==> src/rtl/mal_pkg.sv <==
// Shared types and constants of the MacCormack advection line core.
// Used by mal_ctrl, mal_datapath and the top level; depends on nothing.
`default_nettype none

package mal_pkg;

  // Field widths
  localparam int unsigned CellW  = 32;
  localparam int unsigned SpeedW = 16;
  localparam int unsigned CfgW   = 16;
  localparam int unsigned IdxW   = 2;

  // Internal widths: Courant number, wide intermediates, multiplier accumulator
  localparam int unsigned CourW  = 24;
  localparam int unsigned WideW  = 48;
  localparam int unsigned ChunkW = 16;
  localparam int unsigned PpW    = CourW + ChunkW + 1;
  localparam int unsigned AccW   = CourW + WideW;

  // Register indexes of the configuration port
  localparam logic [IdxW-1:0] REG_STEP_RATIO  = 2'd0;
  localparam logic [IdxW-1:0] REG_EDGE_CLAMP  = 2'd1;
  localparam logic [IdxW-1:0] REG_VALUE_FLOOR = 2'd2;

  // Register reset values
  localparam logic [CfgW-1:0] STEP_RATIO_RST  = 16'd410;
  localparam logic            EDGE_CLAMP_RST  = 1'b0;
  localparam logic [CfgW-1:0] VALUE_FLOOR_RST = 16'd1;

  // Datapath operations issued by the controller
  typedef enum logic [3:0] {
    OP_NONE,
    OP_C_MUL,
    OP_C_RND,
    OP_LOAD,
    OP_MUL,
    OP_PRED,
    OP_PREDL,
    OP_SET_D3,
    OP_CORR
  } dp_op_t;

  typedef struct packed {
    logic       accept;
    dp_op_t     op;
    logic       job_b;
    logic [1:0] mul_k;
  } dp_cmd_t;

  typedef struct packed {
    logic do_a;
    logic do_b;
    logic out_busy;
  } dp_sts_t;

endpackage

`default_nettype wire

==> src/rtl/mal_ctrl.sv <==
// Controller state machine of the MacCormack advection line core.
// Sequences the datapath per request; uses mal_pkg.
`default_nettype none

module mal_ctrl
  import mal_pkg::*;
(
  input  logic    clk,
  input  logic    rst,
  input  logic    s_tvalid,
  output logic    s_tready,
  output dp_cmd_t cmd,
  input  dp_sts_t sts
);

  typedef enum logic [9:0] {
    ST_IDLE  = 10'b00_0000_0001,
    ST_C_MUL = 10'b00_0000_0010,
    ST_C_RND = 10'b00_0000_0100,
    ST_LOAD  = 10'b00_0000_1000,
    ST_P_MUL = 10'b00_0001_0000,
    ST_P_FIN = 10'b00_0010_0000,
    ST_L_MUL = 10'b00_0100_0000,
    ST_L_FIN = 10'b00_1000_0000,
    ST_R_SET = 10'b01_0000_0000,
    ST_R_MUL = 10'b10_0000_0000
  } state_t;

  // Corrector finish shares the R_MUL code space? No: keep a separate flag state.
  state_t     state, state_next;
  logic       r_fin, r_fin_next;
  logic       job_b, job_b_next;
  logic [1:0] mul_k, mul_k_next;

  assign s_tready = (state == ST_IDLE) && !r_fin;

  // Next state and commands
  always_comb begin
    state_next  = state;
    r_fin_next  = r_fin;
    job_b_next  = job_b;
    mul_k_next  = 2'd0;
    cmd.accept  = 1'b0;
    cmd.op      = OP_NONE;
    cmd.job_b   = job_b;
    cmd.mul_k   = mul_k;
    if (r_fin) begin
      // Finish the corrector once the output register is free
      if (!sts.out_busy) begin
        cmd.op     = OP_CORR;
        r_fin_next = 1'b0;
        if (!job_b && sts.do_b) begin
          job_b_next = 1'b1;
          state_next = ST_LOAD;
        end else begin
          state_next = ST_IDLE;
        end
      end
    end else begin
      unique case (state)
        ST_IDLE: begin
          cmd.accept = s_tvalid;
          if (s_tvalid) begin
            state_next = ST_C_MUL;
          end
        end
        ST_C_MUL: begin
          cmd.op     = OP_C_MUL;
          state_next = ST_C_RND;
        end
        ST_C_RND: begin
          cmd.op = OP_C_RND;
          if (sts.do_a) begin
            job_b_next = 1'b0;
            state_next = ST_LOAD;
          end else if (sts.do_b) begin
            job_b_next = 1'b1;
            state_next = ST_LOAD;
          end else begin
            state_next = ST_IDLE;
          end
        end
        ST_LOAD: begin
          cmd.op     = OP_LOAD;
          state_next = ST_P_MUL;
        end
        ST_P_MUL, ST_L_MUL, ST_R_MUL: begin
          cmd.op     = OP_MUL;
          mul_k_next = mul_k + 2'd1;
          if (mul_k == 2'd3) begin
            mul_k_next = 2'd0;
            if (state == ST_P_MUL) begin
              state_next = ST_P_FIN;
            end else if (state == ST_L_MUL) begin
              state_next = ST_L_FIN;
            end else begin
              r_fin_next = 1'b1;
            end
          end
        end
        ST_P_FIN: begin
          cmd.op     = OP_PRED;
          state_next = ST_L_MUL;
        end
        ST_L_FIN: begin
          cmd.op     = OP_PREDL;
          state_next = ST_R_SET;
        end
        ST_R_SET: begin
          cmd.op     = OP_SET_D3;
          state_next = ST_R_MUL;
        end
        default: begin
          state_next = ST_IDLE;
        end
      endcase
    end
  end

  // State registers
  always_ff @(posedge clk) begin
    if (rst) begin
      state <= ST_IDLE;
      r_fin <= 1'b0;
      job_b <= 1'b0;
      mul_k <= 2'd0;
    end else begin
      state <= state_next;
      r_fin <= r_fin_next;
      job_b <= job_b_next;
      mul_k <= mul_k_next;
    end
  end

endmodule

`default_nettype wire

==> src/rtl/mal_datapath.sv <==
// Datapath of the MacCormack advection line core: configuration registers,
// cell window, shared partial-product multiplier and output register. Uses mal_pkg.
`default_nettype none

module mal_datapath
  import mal_pkg::*;
(
  input  logic              clk,
  input  logic              rst,
  input  dp_cmd_t           cmd,
  output dp_sts_t           sts,
  input  logic              cfg_valid,
  input  logic [IdxW-1:0]   cfg_index,
  input  logic [CfgW-1:0]   cfg_data,
  input  logic [CellW-1:0]  cell_value,
  input  logic [SpeedW-1:0] line_speed,
  input  logic              line_first,
  input  logic              line_last,
  output logic              m_tvalid,
  input  logic              m_tready,
  output logic [CellW-1:0]  m_tdata,
  output logic              m_tlast
);

  // Configuration
  logic [CfgW-1:0] step_ratio;
  logic            edge_clamp;
  logic [CfgW-1:0] value_floor;

  // Line state
  logic [CellW-1:0]  centre_cell;
  logic [CellW-1:0]  left_cell;
  logic [1:0]        cells_seen;
  logic [SpeedW-1:0] held_speed;

  // Jobs of the current request
  logic [CellW-1:0] a_left, a_mid, x_cell, b_mid;
  logic             do_a, do_b, last_a;

  // Arithmetic
  logic signed [CellW:0]    c_prod;
  logic signed [CourW-1:0]  courant;
  logic signed [WideW-1:0]  fl, f, pred, predl, avg;
  logic signed [WideW-1:0]  mul_b;
  logic signed [PpW-1:0]    pp;
  logic signed [AccW-1:0]   acc;
  logic                     job_last;

  // Accept decode
  logic [1:0]       seen_eff;
  logic             seen0;
  logic [CellW-1:0] lv;

  assign seen_eff = line_first ? 2'd0 : cells_seen;
  assign seen0    = (seen_eff == 2'd0);
  assign lv       = (seen_eff == 2'd1) ? centre_cell : left_cell;

  // Job operand select
  logic [CellW-1:0] sel_l, sel_m, sel_r;
  assign sel_l = cmd.job_b ? b_mid  : a_left;
  assign sel_m = cmd.job_b ? x_cell : a_mid;
  assign sel_r = x_cell;

  // Multiplier chunk, top signed chunk first
  logic signed [ChunkW:0] chunk;
  always_comb begin
    case (cmd.mul_k)
      2'd0:    chunk = {mul_b[WideW-1], mul_b[WideW-1 -: ChunkW]};
      2'd1:    chunk = {1'b0, mul_b[2*ChunkW-1 -: ChunkW]};
      2'd2:    chunk = {1'b0, mul_b[ChunkW-1:0]};
      default: chunk = '0;
    endcase
  end

  // Rounding of the accumulator and Courant product
  logic signed [AccW-1:0]  acc_r16, acc_r17;
  logic signed [CellW+1:0] c_sum;
  logic signed [WideW:0]   avg_sum;
  logic signed [WideW-1:0] corr;
  logic [CellW-1:0]        result;

  assign acc_r16 = acc + AccW'(32'sd32768);
  assign acc_r17 = acc + AccW'(32'sd65536);
  assign c_sum   = {c_prod[CellW], c_prod} + (CellW+2)'(512);
  assign avg_sum = {f[WideW-1], f} + {pred[WideW-1], pred} + (WideW+1)'(1);
  assign corr    = avg - acc_r17[WideW+16:17];

  // Floor and saturate
  always_comb begin
    if (corr < $signed({{(WideW-CfgW){1'b0}}, value_floor})) begin
      result = {{(CellW-CfgW){1'b0}}, value_floor};
    end else if (corr > $signed({{(WideW-CellW){1'b0}}, {CellW{1'b1}}})) begin
      result = {CellW{1'b1}};
    end else begin
      result = corr[CellW-1:0];
    end
  end

  assign sts.do_a     = do_a;
  assign sts.do_b     = do_b;
  assign sts.out_busy = m_tvalid && !m_tready;

  // Configuration writes
  always_ff @(posedge clk) begin
    if (rst) begin
      step_ratio  <= STEP_RATIO_RST;
      edge_clamp  <= EDGE_CLAMP_RST;
      value_floor <= VALUE_FLOOR_RST;
    end else if (cfg_valid) begin
      unique case (cfg_index)
        REG_STEP_RATIO:  step_ratio  <= cfg_data;
        REG_EDGE_CLAMP:  edge_clamp  <= cfg_data[0];
        REG_VALUE_FLOOR: value_floor <= cfg_data;
        default: ;
      endcase
    end
  end

  // Window and line state: advance on each accepted request
  always_ff @(posedge clk) begin
    if (rst) begin
      centre_cell <= '0;
      left_cell   <= '0;
      cells_seen  <= 2'd0;
      held_speed  <= '0;
      do_a        <= 1'b0;
      do_b        <= 1'b0;
    end else if (cmd.accept) begin
      if (line_first) begin
        held_speed <= line_speed;
      end
      if (!seen0) begin
        left_cell <= centre_cell;
      end
      centre_cell <= cell_value;
      cells_seen  <= line_last ? 2'd0 : (seen0 ? 2'd1 : 2'd2);
      do_a        <= !seen0 && (seen_eff[1] || edge_clamp);
      do_b        <= edge_clamp && line_last;
    end
  end

  // Job operands of the request
  always_ff @(posedge clk) begin
    if (cmd.accept) begin
      a_left <= lv;
      a_mid  <= centre_cell;
      x_cell <= cell_value;
      b_mid  <= seen0 ? cell_value : centre_cell;
      last_a <= line_last && !edge_clamp;
    end
  end

  // Arithmetic steps
  always_ff @(posedge clk) begin
    case (cmd.op)
      OP_C_MUL: begin
        c_prod <= $signed(held_speed) * $signed({1'b0, step_ratio});
      end
      OP_C_RND: begin
        courant <= c_sum[CellW+1:10];
      end
      OP_LOAD: begin
        fl       <= $signed({{(WideW-CellW){1'b0}}, sel_l});
        f        <= $signed({{(WideW-CellW){1'b0}}, sel_m});
        mul_b    <= $signed({{(WideW-CellW){1'b0}}, sel_r})
                  - $signed({{(WideW-CellW){1'b0}}, sel_m});
        job_last <= cmd.job_b ? 1'b1 : last_a;
      end
      OP_MUL: begin
        pp <= courant * chunk;
        if (cmd.mul_k == 2'd1) begin
          acc <= AccW'(pp);
        end else if (cmd.mul_k != 2'd0) begin
          acc <= {acc[AccW-ChunkW-1:0], {ChunkW{1'b0}}} + AccW'(pp);
        end
      end
      OP_PRED: begin
        pred  <= f - acc_r16[WideW+15:16];
        mul_b <= f - fl;
      end
      OP_PREDL: begin
        predl <= fl - acc_r16[WideW+15:16];
        avg   <= avg_sum[WideW:1];
      end
      OP_SET_D3: begin
        mul_b <= pred - predl;
      end
      default: ;
    endcase
  end

  // Output register
  always_ff @(posedge clk) begin
    if (rst) begin
      m_tvalid <= 1'b0;
    end else if (cmd.op == OP_CORR) begin
      m_tvalid <= 1'b1;
    end else if (m_tready) begin
      m_tvalid <= 1'b0;
    end
  end

  always_ff @(posedge clk) begin
    if (cmd.op == OP_CORR) begin
      m_tdata <= result;
      m_tlast <= job_last;
    end
  end

endmodule

`default_nettype wire

==> src/rtl/maccormack_advection_line_core.sv <==
// Top level of the MacCormack advection line core.
// Instantiates mal_ctrl and mal_datapath; uses mal_pkg.
//
// Usage:
//   Cells of one grid line enter on the s_ stream, one request per cell,
//   with s_tuser marking the first cell (its speed is latched) and s_tlast
//   the last. Updated densities leave on the m_ stream, m_tlast marking the
//   final result of a line. Registers are written on the cfg_ channel,
//   which is always ready; write it only while the core is idle.
// Sequencing:
//   One request at a time. Each result runs through one shared 24x17-bit
//   multiplier in partial-product passes, three passes per result
//   (predictor, left predictor, corrector), after the Courant number is
//   formed once per request. A request gives no result, one or two; the
//   next request is taken only once these are in the output register.
// Reset:
//   rst clears the window, the held speed and the output register and
//   restores the register defaults (step ratio 410, interior mode, floor 1).
// Stall:
//   A result waits in the output register while m_tready is low; the next
//   request may still be taken, and its first result holds in the core
//   until the register frees.
`default_nettype none

module maccormack_advection_line_core
  import mal_pkg::*;
(
  input  logic        clk,
  input  logic        rst,
  input  logic        s_tvalid,
  output logic        s_tready,
  input  logic [47:0] s_tdata,   // cell_value [31:0], line_speed [47:32]
  input  logic        s_tuser,   // line_first
  input  logic        s_tlast,   // line_last
  output logic        m_tvalid,
  input  logic        m_tready,
  output logic [31:0] m_tdata,   // new_value [31:0]
  output logic        m_tlast,   // result_last
  input  logic        cfg_valid,
  output logic        cfg_ready,
  input  logic [1:0]  cfg_index,
  input  logic [15:0] cfg_data
);

  dp_cmd_t cmd;
  dp_sts_t sts;

  assign cfg_ready = 1'b1;

  mal_ctrl u_ctrl (
    .clk      (clk),
    .rst      (rst),
    .s_tvalid (s_tvalid),
    .s_tready (s_tready),
    .cmd      (cmd),
    .sts      (sts)
  );

  mal_datapath u_dp (
    .clk         (clk),
    .rst         (rst),
    .cmd         (cmd),
    .sts         (sts),
    .cfg_valid   (cfg_valid),
    .cfg_index   (cfg_index),
    .cfg_data    (cfg_data),
    .cell_value  (s_tdata[31:0]),
    .line_speed  (s_tdata[47:32]),
    .line_first  (s_tuser),
    .line_last   (s_tlast),
    .m_tvalid    (m_tvalid),
    .m_tready    (m_tready),
    .m_tdata     (m_tdata),
    .m_tlast     (m_tlast)
  );

endmodule

`default_nettype wire

==> config.mk <==
export PLATFORM = sky130hd
export DESIGN_NAME = maccormack_advection_line_core
export DESIGN_NICKNAME = d
export VERILOG_FILES = /design/src/rtl/mal_pkg.sv /design/src/rtl/mal_ctrl.sv /design/src/rtl/mal_datapath.sv /design/src/rtl/maccormack_advection_line_core.sv
export SDC_FILE = /design/constraint.sdc
export NUM_CORES = 2
export LEC_CHECK = 0
export ABC_CLOCK_PERIOD_IN_PS = 12100
export BUFFER_PORTS_ARGS = -buffer_cell sky130_fd_sc_hd__buf_2
export CAP_MARGIN = 30
export CORE_MARGIN = 4
export CORE_UTILIZATION = 59
export DETAILED_ROUTE_END_ITERATION = 6
export PLACE_DENSITY = 0.74
export SYNTH_ARGS = -nofsm -noshare
export SYNTH_HDL_FRONTEND = slang
export SYNTH_SLANG_ARGS = --single-unit
export TNS_END_PERCENT = 1
==> constraint.sdc <==
create_clock -name clk -period 12.1 [get_ports clk]
set_clock_uncertainty 0.15 [all_clocks]
set_input_delay 1.815 -clock clk [delete_from_list [all_inputs] [get_ports clk]]
set_output_delay 1.815 -clock clk [all_outputs]
set_load 0.03 [all_outputs]
==> metrics.md <==
| Metric | Value |
|---|---|
| Final GP Congestion | 0.9997 |
| WS Path Type | reg2reg |
| Cells after Synth | 7012 |
| Critical Path End Type | flip-flop |
| Hold crit path type | reg2reg |
| Period utilization | 73.38% |
| Max-cap viol count | 0 |
| Most used cell, CP | fa_1 |
| Mapped Nets | 8229 |
| Total congestion overflow | 0 |
| Primary FF master, synth | edfxtp_1 |
| Post-synth EDFFs | 573 |
| GR Util All Layers | 30.97% |
| Most common cell in the netlist | inv_1 |
| Relative max-transition margin | 33.40% |
| Register area share after synthesis | 29.63% |
| Leak Pwr | 31.59 nW |
| Maximum vdd drop | 0.0001302 V |
| Post-CTS Setup Bufs | 0 |
| I/O pins | 109 |
| Synth Cell Area | 0.06700 mm^2 |
| TritonCTS Buffers | 81 |
| PortBufs | 107 |
| Row count | 123 |
| RR Endpoint | u_dp.pp[36] |
| R2r setup slk | 3.22 ns |
| DR iter-0 viols | 4820 |
| CP arrival | 9.10 ns |
| P&R area growth vs syn | 7.599% |
| Root buffer cell | clkbuf_16 |
| Synth Area per Inst | 9.554 um^2 |
| Largest net degree at the start of global routing | 88 |
| Hold depth | 0 |
| Layout cells sized above 1 | 6.818% |
| Register bit total from synthesis | 705 |
| Post-route ant nets | 0 |
| Post-Synth XOR/XNOR Area | 6.169% |
| Final Worst Setup Slack | 3.221 ns |
| Synth cell types | 105 |
| Yosys warns | 0 |
| Pre-CTS setup slack | 3.349 ns |
| Largest family of logic cells by synthesized area | adder cells |
| FF+latch area | 0.01985 mm^2 |
| Initial core utilization | 59.47% |
| Final wirelength | 183500 um |
| Placed cell count | 8445 |
| Top cells by area, synth | edfxtp_1 (26%), fa_1 (18%), ha_1 (10%), inv_1 (5.0%), nand2_1 (5.0%) |
| Post-CTS Resized | 0 |
| R2R Path Start | u_ctrl.mul_k[1] |
| Layout Nets | 8248 |
| H-Tree Depth | 3 |
| Min Tclk post-route | 8.879 ns |
| Post-synthesis adder-cell area fraction | 28.11% |
| Post-route DRC violation count | 13 |
| Synth cell count leaders | inv_1 (899), nand2_1 (887), fa_1 (602) |
| Final Setup Violations | 0 |
| Status | finished with violations |
| Critical path fanouts, max | 87 |
| Slew Viols, Final | 0 |
| Die width | 345.0 um |
| F_max | 112.6 MHz |
| Initial antenna violation count | 7 |
| Combined area of the multi-input logic cells | 0.04292 mm^2 |
| First-pass GRT wire length | 284300 um |
| RSZ-0062 raised after global routing | false |
| Die ar. | 0.1190 mm^2 |
| Vias | 51260 |
| Sink Count | 705 |
| Reg2reg path depth | 29 |
| Critical path's slowest cell | buf_4 |
| Multiplexer share of the synthesized area | 2.310% |
| Critical path's largest stage delay | 0.61 ns |
| Dpl hpwl | 146000 um |
| Clock transition at path regs | 0.06 ns |
| Setup TNS | 0 ns |
| Drt pass-1 iters | 7 |
| Hold EP | u_dp.acc[7] |
| Worst-Margin Slew | 0.9886 ns |
| TritonCTS clock tree | done |
| Synth Area in Simple Gates | 15.21% |
| Routed wire length per instance | 21.32 um |
| Cell taking the most area after synthesis | edfxtp_1 |
| Hold Vio Cnt, Final | 0 |
| Vias in the first global route | 49820 |
| Element type at the critical path start | flip-flop |
| DR vias/cell | 5.954 |
| Clock buffer depth | 3 |
| Fin util | 63.99% |
| Fillers | 9282 |
| Final Non-Filler Cells | 8608 |
| Complex-gate fraction of the synthesized area | 12.13% |
| P per Cell Area | 92.91 mW/mm^2 |
| Failing checks | DRC |
| CP required | 12.32 ns |
| Post-CTS Hold Fix Bufs | 0 |
| Min-Delay Startpoint | u_dp.pp[7] |
| Asr flop ratio synth | 0% |
| Die height | 345.0 um |
| Core Region | 0.1127 mm^2 |
| Top-area cell type share of the netlist area | 25.68% |
| Clk_lat worst skew | 0.70 ns |
## flip-flops by register name, indices dropped and copies added, names as in the netlist, 2 cells and up
register and count:
u_dp.predl 48, u_dp.avg 48, u_dp.m_tdata 32, u_ctrl.state 10, u_dp.step_ratio 16, u_dp.f 32, u_dp.pp 41, u_dp.cells_seen 2
u_dp.b_mid 32, u_dp.mul_b 48, u_dp.fl 32, u_dp.centre_cell 32, u_dp.a_left 32, u_dp.sel_r 32, u_dp.pred 48, u_dp.value_floor 16
u_dp.courant 24, u_dp.a_mid 32, u_dp.held_speed 16, u_ctrl.mul_k 2, u_dp.acc 65, u_dp.left_cell 32, u_dp.c_prod 24
## worst max path at each step
stage,from,depth (start not counted),end
after floorplan,u_ctrl.state[3],8,u_dp.avg[0]
final,u_ctrl.mul_k[1],29,u_dp.pp[36]
after detailed placement,u_ctrl.mul_k[1],29,u_dp.pp[36]
after global placement,u_ctrl.mul_k[1],29,u_dp.pp[36]
after global routing,u_ctrl.mul_k[1],29,u_dp.pp[36]
after CTS,u_ctrl.mul_k[1],29,u_dp.pp[36]
## worst max-delay path, delay by kind of cell, from the launching register on
family | cells | cell delay (ns)
xor+xnor | 1 | 0.09
flops | 1 | 0.33
simple gates | 4 | 0.97
compound gates | 10 | 2.19
fa+ha+maj | 8 | 3.60
buf+inv | 6 | 1.22
## cell usage in the layout, fill, tap and decap left out, types with 41 or more instances in the layout
cell type,instances
buf_4,66
clkbuf_16,81
and3_1,56
o21bai_1,41
mux2i_1,41
xor2_1,179
fa_1,602
nor2_1,333
dfxtp_1,131
and2_1,327
mux2_2,101
buf_2,107
o21a_1,75
xnor2_1,291
ha_1,541
inv_1,897
o21ai_0,222
o211ai_1,46
nand3_1,123
a21oi_1,452
nand4_1,60
nor3_1,80
nand2b_1,58
a21o_1,166
edfxtp_1,573
nand2_1,886
nor2b_1,51
## final cells by class
class	instances	area share (%)
multi-input combinational	5163	59.54
sequential	705	27.54
inverter	900	4.693
clock buffer	107	3.086
tap	1500	2.604
timing repair buffer	180	1.635
clock inverter	44	0.8678
antenna	9	0.03124
## metal layers
metal | vias to the layer above | track usage (%) | routed length [um]
li1 | 23680 | - | -
met1 | 25030 | 45.12 | 78130
met2 | 2198 | 47.77 | 81480
met3 | 345 | 5.125 | 17220
met4 | 2 | 9.608 | 6670
met5 | - | 0 | 10
## power by group
part | internal (mW) | switching [mW] | total, mW
clock network | 1.49 | 1.06 | 2.55
registers | 2.75 | 0.0670 | 2.82
logic | 0.505 | 0.819 | 1.32
## cell families after synthesis
| kind of cell | Yosys count |
|---|---|
| AND/OR/NAND/NOR | 2124 |
| XOR/XNOR | 471 |
| other | 1 |
| buffers and inverters | 1144 |
| adder cells (fa/ha/maj) | 1144 |
| AO/OA/AOI/OAI | 1281 |
| flip-flops | 705 |
| multiplexers | 142 |
## per-stage QoR
step / total power, mW / hold WS (ns) / cell area, um^2
floorplan: 3.749 / 0.2503 / 67000
global placement: 4.151 / 0.2523 / 69060
detailed placement: 4.181 / 0.2545 / 69150
CTS: 6.726 / 0.2663 / 72000
global route: 6.983 / 0.2781 / 72070
finish: 6.698 / 0.2670 / 72090
Power figures use the tool's default switching activity.
